## src/hdl/lssd_pkg.sv

```systemverilog
// lssd_pkg: shared types for the lifo stack with delete-by-value
// word layouts for both channels, operation codes and the cell control group
// no dependencies
package lssd_pkg;

  localparam int unsigned ValueW = 32;
  localparam int unsigned CountW = 5;

  typedef enum logic [1:0] {
    MODE_PUSH   = 2'd0,
    MODE_DELETE = 2'd1,
    MODE_CLEAR  = 2'd2
  } mode_t;

  typedef struct packed {
    mode_t                     mode;
    logic signed [ValueW-1:0]  value;
  } in_word_t;

  typedef struct packed {
    logic              accepted;
    logic              found;
    logic [CountW-1:0] count;
  } out_word_t;

  // broadcast to every cell in the row
  typedef struct packed {
    logic              del;
    logic              hit;
    logic [ValueW-1:0] key;
  } cell_ctl_t;

endpackage

```

## src/hdl/lssd_cell.sv

```systemverilog
// lssd_cell: one slot of the stack row
// compares against the search key, passes the match flag down and takes the
// neighbour's word when a delete closes the gap; uses lssd_pkg
module lssd_cell (
  input  logic                            clk,
  input  lssd_pkg::cell_ctl_t             ctl,
  input  logic                            live,
  input  logic                            wr,
  input  logic [lssd_pkg::ValueW-1:0]     wr_data,
  input  logic [lssd_pkg::ValueW-1:0]     above_data,
  input  logic                            match_up,
  output logic                            match_dn,
  output logic [lssd_pkg::ValueW-1:0]     data
);

  logic own_match;
  logic shift;

  assign own_match = live && (data == ctl.key);
  assign match_dn  = match_up || own_match;
  // the highest match and everything above it move down one place
  assign shift     = ctl.del && ctl.hit && !match_up;

  always_ff @(posedge clk) begin
    if (wr) begin
      data <= wr_data;
    end else if (shift) begin
      data <= above_data;
    end
  end

endmodule

```

## src/hdl/lifo_stack_search_delete.sv

```systemverilog
// Bounded lifo of DEPTH signed 32-bit words built as a row of cells, one word
// per cell. Each input word is a push, a delete of the topmost equal entry or a
// clear, and gives one result word in the cycle after it is taken. One operation
// is taken per cycle while the output does not stall: every cell compares its
// word with the key at once and a match flag ripples from the top cell down
// the row, so that ripple through DEPTH cells sets the cycle time. The
// registered result frees the input side whenever the result is taken or the
// output slot is empty. The count field is the held count truncated to five bits.
// depends on lssd_pkg, lssd_cell
module lifo_stack_search_delete #(
  parameter int unsigned DEPTH = 16
) (
  input  logic                clk,
  input  logic                rst,
  input  logic                in_valid,
  output logic                in_ready,
  input  lssd_pkg::in_word_t  in_data,
  output logic                out_valid,
  input  logic                out_ready,
  output lssd_pkg::out_word_t out_data
);

  localparam int unsigned CntW = $clog2(DEPTH + 1);

  logic [CntW-1:0]                   held;
  logic [CntW-1:0]                   held_next;
  logic                              take;
  logic                              full;
  logic [DEPTH:0]                    match_chain;
  logic [DEPTH-1:0]                  live;
  logic [DEPTH-1:0]                  wr;
  logic [lssd_pkg::ValueW-1:0]       cell_data [DEPTH];
  lssd_pkg::cell_ctl_t               ctl;
  logic                              res_acc;
  logic                              res_found;

  assign in_ready = !out_valid || out_ready;
  assign take     = in_valid && in_ready;
  assign full     = (held == CntW'(DEPTH));

  assign ctl.del = take && (in_data.mode == lssd_pkg::MODE_DELETE);
  assign ctl.hit = match_chain[0];
  assign ctl.key = in_data.value;

  assign match_chain[DEPTH] = 1'b0;

  for (genvar i = 0; i < DEPTH; i++) begin : g_cell
    localparam int unsigned AboveIdx = (i + 1 < DEPTH) ? i + 1 : i;

    assign live[i] = (CntW'(i) < held);
    assign wr[i]   = take && (in_data.mode == lssd_pkg::MODE_PUSH) && (held == CntW'(i));

    lssd_cell u_cell (
      .clk        (clk),
      .ctl        (ctl),
      .live       (live[i]),
      .wr         (wr[i]),
      .wr_data    (in_data.value),
      .above_data (cell_data[AboveIdx]),
      .match_up   (match_chain[i+1]),
      .match_dn   (match_chain[i]),
      .data       (cell_data[i])
    );
  end

  always_comb begin
    held_next = held;
    res_acc   = 1'b0;
    res_found = 1'b0;
    unique case (in_data.mode)
      lssd_pkg::MODE_PUSH: begin
        if (!full) begin
          held_next = held + CntW'(1);
          res_acc   = 1'b1;
        end
      end
      lssd_pkg::MODE_DELETE: begin
        res_acc   = 1'b1;
        res_found = match_chain[0];
        if (match_chain[0]) begin
          held_next = held - CntW'(1);
        end
      end
      lssd_pkg::MODE_CLEAR: begin
        held_next = '0;
        res_acc   = 1'b1;
      end
      default: begin
        held_next = held;
      end
    endcase
  end

  always_ff @(posedge clk) begin
    if (rst) begin
      held      <= '0;
      out_valid <= 1'b0;
    end else begin
      if (take) begin
        held      <= held_next;
        out_valid <= 1'b1;
      end else if (out_ready) begin
        out_valid <= 1'b0;
      end
    end
  end

  always_ff @(posedge clk) begin
    if (take) begin
      out_data.accepted <= res_acc;
      out_data.found    <= res_found;
      out_data.count    <= lssd_pkg::CountW'(held_next);
    end
  end

endmodule

```

## config.mk

```make
export PLATFORM = sky130hd
export DESIGN_NAME = lifo_stack_search_delete
export DESIGN_NICKNAME = d
export VERILOG_FILES = /design/src/hdl/lssd_pkg.sv /design/src/hdl/lssd_cell.sv /design/src/hdl/lifo_stack_search_delete.sv
export SDC_FILE = /design/constraint.sdc
export NUM_CORES = 2
export LEC_CHECK = 0
export BUFFER_PORTS_ARGS = -buffer_cell sky130_fd_sc_hd__buf_2
export CAP_MARGIN = 20
export CORE_MARGIN = 1
export CORE_UTILIZATION = 35
export DETAILED_ROUTE_END_ITERATION = 8
export GPL_TIMING_DRIVEN = 0
export HOLD_SLACK_MARGIN = 0.05
export SYNTH_ARGS = -nofsm -noshare
export SYNTH_HDL_FRONTEND = slang
export SYNTH_SLANG_ARGS = --single-unit
```

## constraint.sdc

```tcl
create_clock -name clk -period 5.8 [get_ports clk]
set_input_delay 0.29 -clock clk [delete_from_list [all_inputs] [get_ports clk]]
set_output_delay 0.29 -clock clk [all_outputs]
set_load 0.02 [all_outputs]
```

Word-level counts from Yosys, hierarchy flattened --
Cells that the tools add are included.
Word-level totals: bits in registers 525, bits in latches 0, bits in writable memories 0, bits in read-only memories 0, input port bits 38, output and inout port bits 9, logic and storage cells 212, memories kept 0
Operators by class: add/subtract/negate cells 2, multipliers 0, div/mod/pow operators 0, order comparisons 16, equality and inequality tests 34, shift-type cells 0, mux-type cells 37, bitwise gates (word level) 0, reductions and logical operators 102
Operators with widths (count):
- 32-bit 2-to-1 mux | 30
- 32-bit == test | 16
- 1-bit logical AND | 51
- 5-bit by 4-bit == test with 1-bit output (second input constant) | 8
- 4-bit by 5-bit < comparator with 1-bit output (first input constant) | 8
- 2-bit nonzero test | 16
- 5-bit by 3-bit == test with 1-bit output (second input constant) | 4
- 3-bit by 5-bit < comparator with 1-bit output (first input constant) | 4
- 1-bit zero test | 16
- 1-bit logical OR | 16
- 5-bit case mux with 3 select lines | 1
- 5-bit by 2-bit == test with 1-bit output (second input constant) | 2
- 1-bit by 5-bit < comparator with 1-bit output (first input constant) | 2
- 2-bit by 5-bit < comparator with 1-bit output (first input constant) | 2
- 5-bit 2-to-1 mux | 2
- 5-bit by 1-bit adder with 5-bit output (second input constant) | 1
- 5-bit by 1-bit == test with 1-bit output (second input constant) | 1
- 5-bit == test (second input constant) | 1
- 5-bit zero test | 1
- 5-bit by 1-bit subtractor with 5-bit output (second input constant) | 1
- 1-bit 2-to-1 mux | 3
- 2-bit by 1-bit == test with 1-bit output (second input constant) | 1
- 2-bit == test (second input constant) | 1
- 2-bit zero test | 1
- other kinds (2) | 2

Longest topological paths before layout --
depth after elaboration 21, gate-level depth with buffers 13, depth with buffers taken out 9

Cells and area by module --
Synthesis repeated with hierarchy kept, for this count alone.
Unflattened totals: cell total of the unflattened synthesis 1967, area total of the unflattened synthesis 28432.3 µm²
Modules (own cells, without submodules):
- lssd_cell | times used 16, cells each 114, area an instance 1707.9 µm², sequential area each 960.9 µm²
- lifo_stack_search_delete | times used 1, cells each 143, area an instance 1106.1 µm², sequential area each 330.3 µm²

Worst setup path before layout --
No wires, ideal clock.
kind input to register, start input in_data[16] (netlist bit), end register g_cell[0].u_cell.data[0] (netlist bit) (enable), setup time 0.470 ns, arrival time 4.293 ns, required time 5.330 ns, path slack 1.037 ns, stages 9, path buffers 2, cells stage by stage buf_2 > xor2_1 > nor4_1 > nand4_1 > or4_4 > nand4b_2 > nor4_1 > buf_2 > o31ai_1
On the way: word-level cells in the longest chain between the ends 20, elaborated cells on any way between the ends 51, those cells by class eq/ne: 16; reduce/logical: 35
RTL lines:
- start, declared | line lifo_stack_search_delete.sv:17 | input lssd_pkg::in_word_t in_data,
- 32-bit == test | line lssd_cell.sv:19 | assign own_match = live && (data == ctl.key);
- 1-bit logical AND | line lssd_cell.sv:19
- 1-bit logical OR (15 in a row) | line lssd_cell.sv:20 | assign match_dn = match_up || own_match;
- 1-bit logical AND
- 1-bit logical AND (*) | line lssd_cell.sv:22 | assign shift = ctl.del && ctl.hit && !match_up;
- 2-bit nonzero test (no line) (*)
- end signal, assigned | line lssd_cell.sv:26 | data <= wr_data;
- end signal, assigned | line lssd_cell.sv:28 | data <= above_data;
- end, declared | line lssd_cell.sv:13 | output logic [lssd_pkg::ValueW-1:0] data
Mark *: on every way between the ends. The rest lies on a longest branch, timed or not. A chain may end at the register's enable or synchronous reset.

Worst setup path after layout --
start register held[3], end register g_cell[3].u_cell.data[31] (netlist bit) (enable)
On the way: word-level cells in the longest chain between the ends 20, elaborated cells on any way between the ends 53, those cells by class order compare: 16; eq/ne: 1; reduce/logical: 36
RTL lines:
- start, declared | line lifo_stack_search_delete.sv:25 | logic [CntW-1:0] held;
- start signal, assigned | line lifo_stack_search_delete.sv:100 | held <= held_next;
- 4-bit by 5-bit < comparator with 1-bit output | line lifo_stack_search_delete.sv:50 | assign live[i] = (CntW'(i) < held);
- 1-bit logical AND | line lssd_cell.sv:19
- 1-bit logical OR (15 in a row) | line lssd_cell.sv:20
- 1-bit logical AND
- 1-bit logical AND | line lssd_cell.sv:22
- 2-bit nonzero test (no line) (*)
- end signal, assigned | line lssd_cell.sv:26
- end signal, assigned | line lssd_cell.sv:28
- end, declared | line lssd_cell.sv:13
Marks and branches as above.

==> flow_metrics.py <==
metrics = {
    "synth": {
        "syn_inst": 2054,
        "synth_nets": 2100,
        "ys_warn_count": 0,
        "ys_types": 51,
        "synth.avg_cell_area_um2": 14.0,
        "synth_simple_gate_area_share_pct": 5.50,
        "synthTopCellsByArea": "edfxtp_1 54%, mux2_2 19%, xnor2_1 10%",
        "ys_ff_latch": 525,
        "synth.largest_area_cell": "edfxtp_1",
        "synth-compound-area-share_pct": 1.23,
        "synth_mux_area_share_pct": 18.8,
        "seq_area_frac_synth_pct": 54.5,
        "synth_most_common_cell": "edfxtp_1",
        "synth_area_um2": 28800,
        "ys_async_sr_fraction_pct": 0,
        "synth_ff_type": "edfxtp_1",
        "synth_top_area_share_pct": 54.1,
        "synthXorXnorAreaFrac_pct": 15.6,
        "synth_top_family_by_area": "multiplexers",
        "synth_edf_count": 519,
        "synth-adder-area-share_pct": 0.347,
        "synthTopCellsByCount": "519 x edfxtp_1, 480 x mux2_2, 335 x xnor2_1",
    },
    "floorplanning": {
        "die_h_um": 289,
        "dieArea_um2": 83500,
        "core-area_um2": 81100,
        "die_w_um": 289,
        "rows": 104,
        "start_util_pct": 35.6,
        "ios": 47,
    },
    "placed_design": {
        "gp_congestion": 1.04,
        "dpl_worst_slack_ns": 0.971,
        "dp_hpwl_um": 79500,
        "postPlaceCellArea_um2": 30800,
        "port_buffers": 45,
    },
    "critical_path": {
        "crit_type": "register to register",
        "cp-start-kind": "register",
        "path_max_fanout": 32,
        "cp_data_arrival_time_ns": 5.15,
        "required_ns": 5.99,
        "end_kind": "register",
    },
    "pwr": {
        "combPwrFrac_pct": 8.0,
        "switchingPower_mw": 2.02,
        "leakage_nw": 10.6,
        "p_per_area_nw_per_um2": 254,
        "power_frac_seq_pct": 49.5,
        "p_int_mw": 6.33,
        "p_clk_share_pct": 42.5,
        "vdd_drop_max_uv": 222,
        "p_sw_share_pct": 24.2,
    },
    "timing": {
        "setup_viol": 0,
        "setup-tns-final_ns": 0,
        "worst_pin_slew_ns": 1.29,
        "hold_viol": 0,
        "min_period_over_period_pct": 85.6,
        "fmax_ghz": 0.202,
        "slew_viol_final": 0,
        "min_period_ns": 4.96,
        "setup_slack_ns": 0.838,
        "whs_ns": 0.161,
        "relSlewSlack_pct": 13.4,
        "fin_skew_ns": 0.0427,
        "rsz0062_at_grt": "no",
    },
    "clock_network": {
        "cts_tree": "done",
        "post-cts-setup-buffer-count": 0,
        "clk_latency_ns": 0.64,
        "clk_pin_slew_worst_paths_ns": 0.07,
        "root_buffer": "clkbuf_16",
        "cts_made_buffers": 57,
        "clock-sinks": 525,
        "htreeDepth": 2,
        "cts_buffer_depth": 3,
    },
    "drt": {
        "detail_route.vias_per_cell": 5.40,
        "drtPass1Iterations": 5,
        "dr.first_iter.drc_count": 2305,
        "vias": 17900,
        "detail_route.wl_per_cell_um": 29.3,
        "drc_errors": 0,
        "wirelength_um": 97300,
        "antenna_left": 0,
    },
    "min_path": {
        "min_path_type": "input pin to register",
    },
    "global_routing": {
        "grt_pass1_wl_um": 133000,
        "grt_max_degree": 33,
        "antenna_found_initial": 3,
        "grt-ovfl-total": 0,
        "grt_pass1_vias": 17600,
        "groute.usage.overall_pct": 23.1,
    },
    "final_layout": {
        "stdcell_area_um2": 32900,
        "syn_to_final_growth_pct": 14.2,
        "drive_gt1_share_pct": 32.8,
        "fin_nets": 2255,
        "seq_area_um2": 15700,
        "multiInputGateArea_um2": 12100,
        "fillers": 7463,
    },
    "status": {
        "outcome": "finished, final reports clean",
    },
    "job": {
        "drv_cap": 0,
    },
}
per-layer routing:
metal  part of all wire (%)  GRT usage, %  vias to the layer above  routed length (µm)
li1                       -             -                     7871                   -
met1                     44          32.4                     9081               42600
met2                     44          35.6                      783               43300
met3                    6.4          2.31                      168                6210
met4                    5.3          11.5                        0                5160
met5                      0             0                        -                   0
cells by family after synthesis:
| logic type | after synthesis |
|---|---|
| compound gates | 54 |
| buf+inv | 207 |
| mux | 481 |
| fa+ha+maj | 8 |
| simple gates | 265 |
| xor+xnor | 514 |
| flops | 525 |
area by class of cell:
class,instances,share of cell area [%]
antenna,1,0.00760
tap,1060,4.03
multi-input combinational,1322,36.8
buffer,193,3.38
inverter,14,0.160
clock buffer,75,4.67
clock inverter,29,0.620
timing repair buffer,96,2.62
sequential,525,47.7
power by group through the flow:
stage	logic [mW]	registers (mW)	clock network (mW)
detailed placement	0.634	4.22	0
finish	0.666	4.13	3.55
CTS	0.656	4.13	3.57
global placement	0.627	4.22	0
floorplan	0.359	4.22	0
global route	0.684	4.13	3.69
state kept, by name (all words and copies together), names as in the netlist:
register and count:
g_cell.u_cell.data 512, held 5, out_data 7, out_valid 1
timing repair:
item | 4_1_cts | 5_1_grt
hold endpoints to repair | 33 | 0
resized for setup | 0 | 0
hold buffers | 34 | 0
layout by cell type, fill, tap and decap left out, types with 15 or more instances in the layout:
master         instances
edfxtp_1             519
a21oi_1               15
buf_6                 29
buf_4                 39
xor2_1               179
buf_1                 20
nor3_1                20
nand3_1               21
mux2_2               480
nor2_1                16
clkbuf_1              90
dlygate4sd3_1         34
clkbuf_16             59
xnor2_1              335
clkinv_1              16
nor4_1                52
buf_2                 82
nand2_1               19
nand4_1               96
worst max-delay path, stage by stage, from the launching register on:
cell      delay (ns)
dfxtp_1         0.30
buf_2           0.16
clkbuf_1        0.27
nor2_1          1.04
a21oi_1         0.20
nand3_1         0.22
nand4_1         0.38
o311ai_2        1.02
or3b_1          0.38
nand2b_2        0.52
metrics by stage:
step                power [mW]  cells  utilization [%]
floorplan                 4.58   2054                -
global placement          4.84   3159             37.5
detailed placement        4.85   3176             38.0
CTS                       8.36   3314             40.6
global route              8.51   3314             40.6
finish                    8.35   3315             40.6
path summary, 6_finish.rpt:
| kind | startpoint | to | slack (ns) | cells after the start |
|---|---|---|---|---|
| min | rst | held[2] | 0.16 | 2 |
| max | held[3] | g_cell[3].u_cell.data[31] | 0.84 | 9 |
| min reg2reg | g_cell[11].u_cell.data[3] | g_cell[10].u_cell.data[3] | 0.57 | 1 |
| max reg2reg | held[3] | g_cell[3].u_cell.data[31] | 0.84 | 9 |
(Power assumes the default switching activity.)
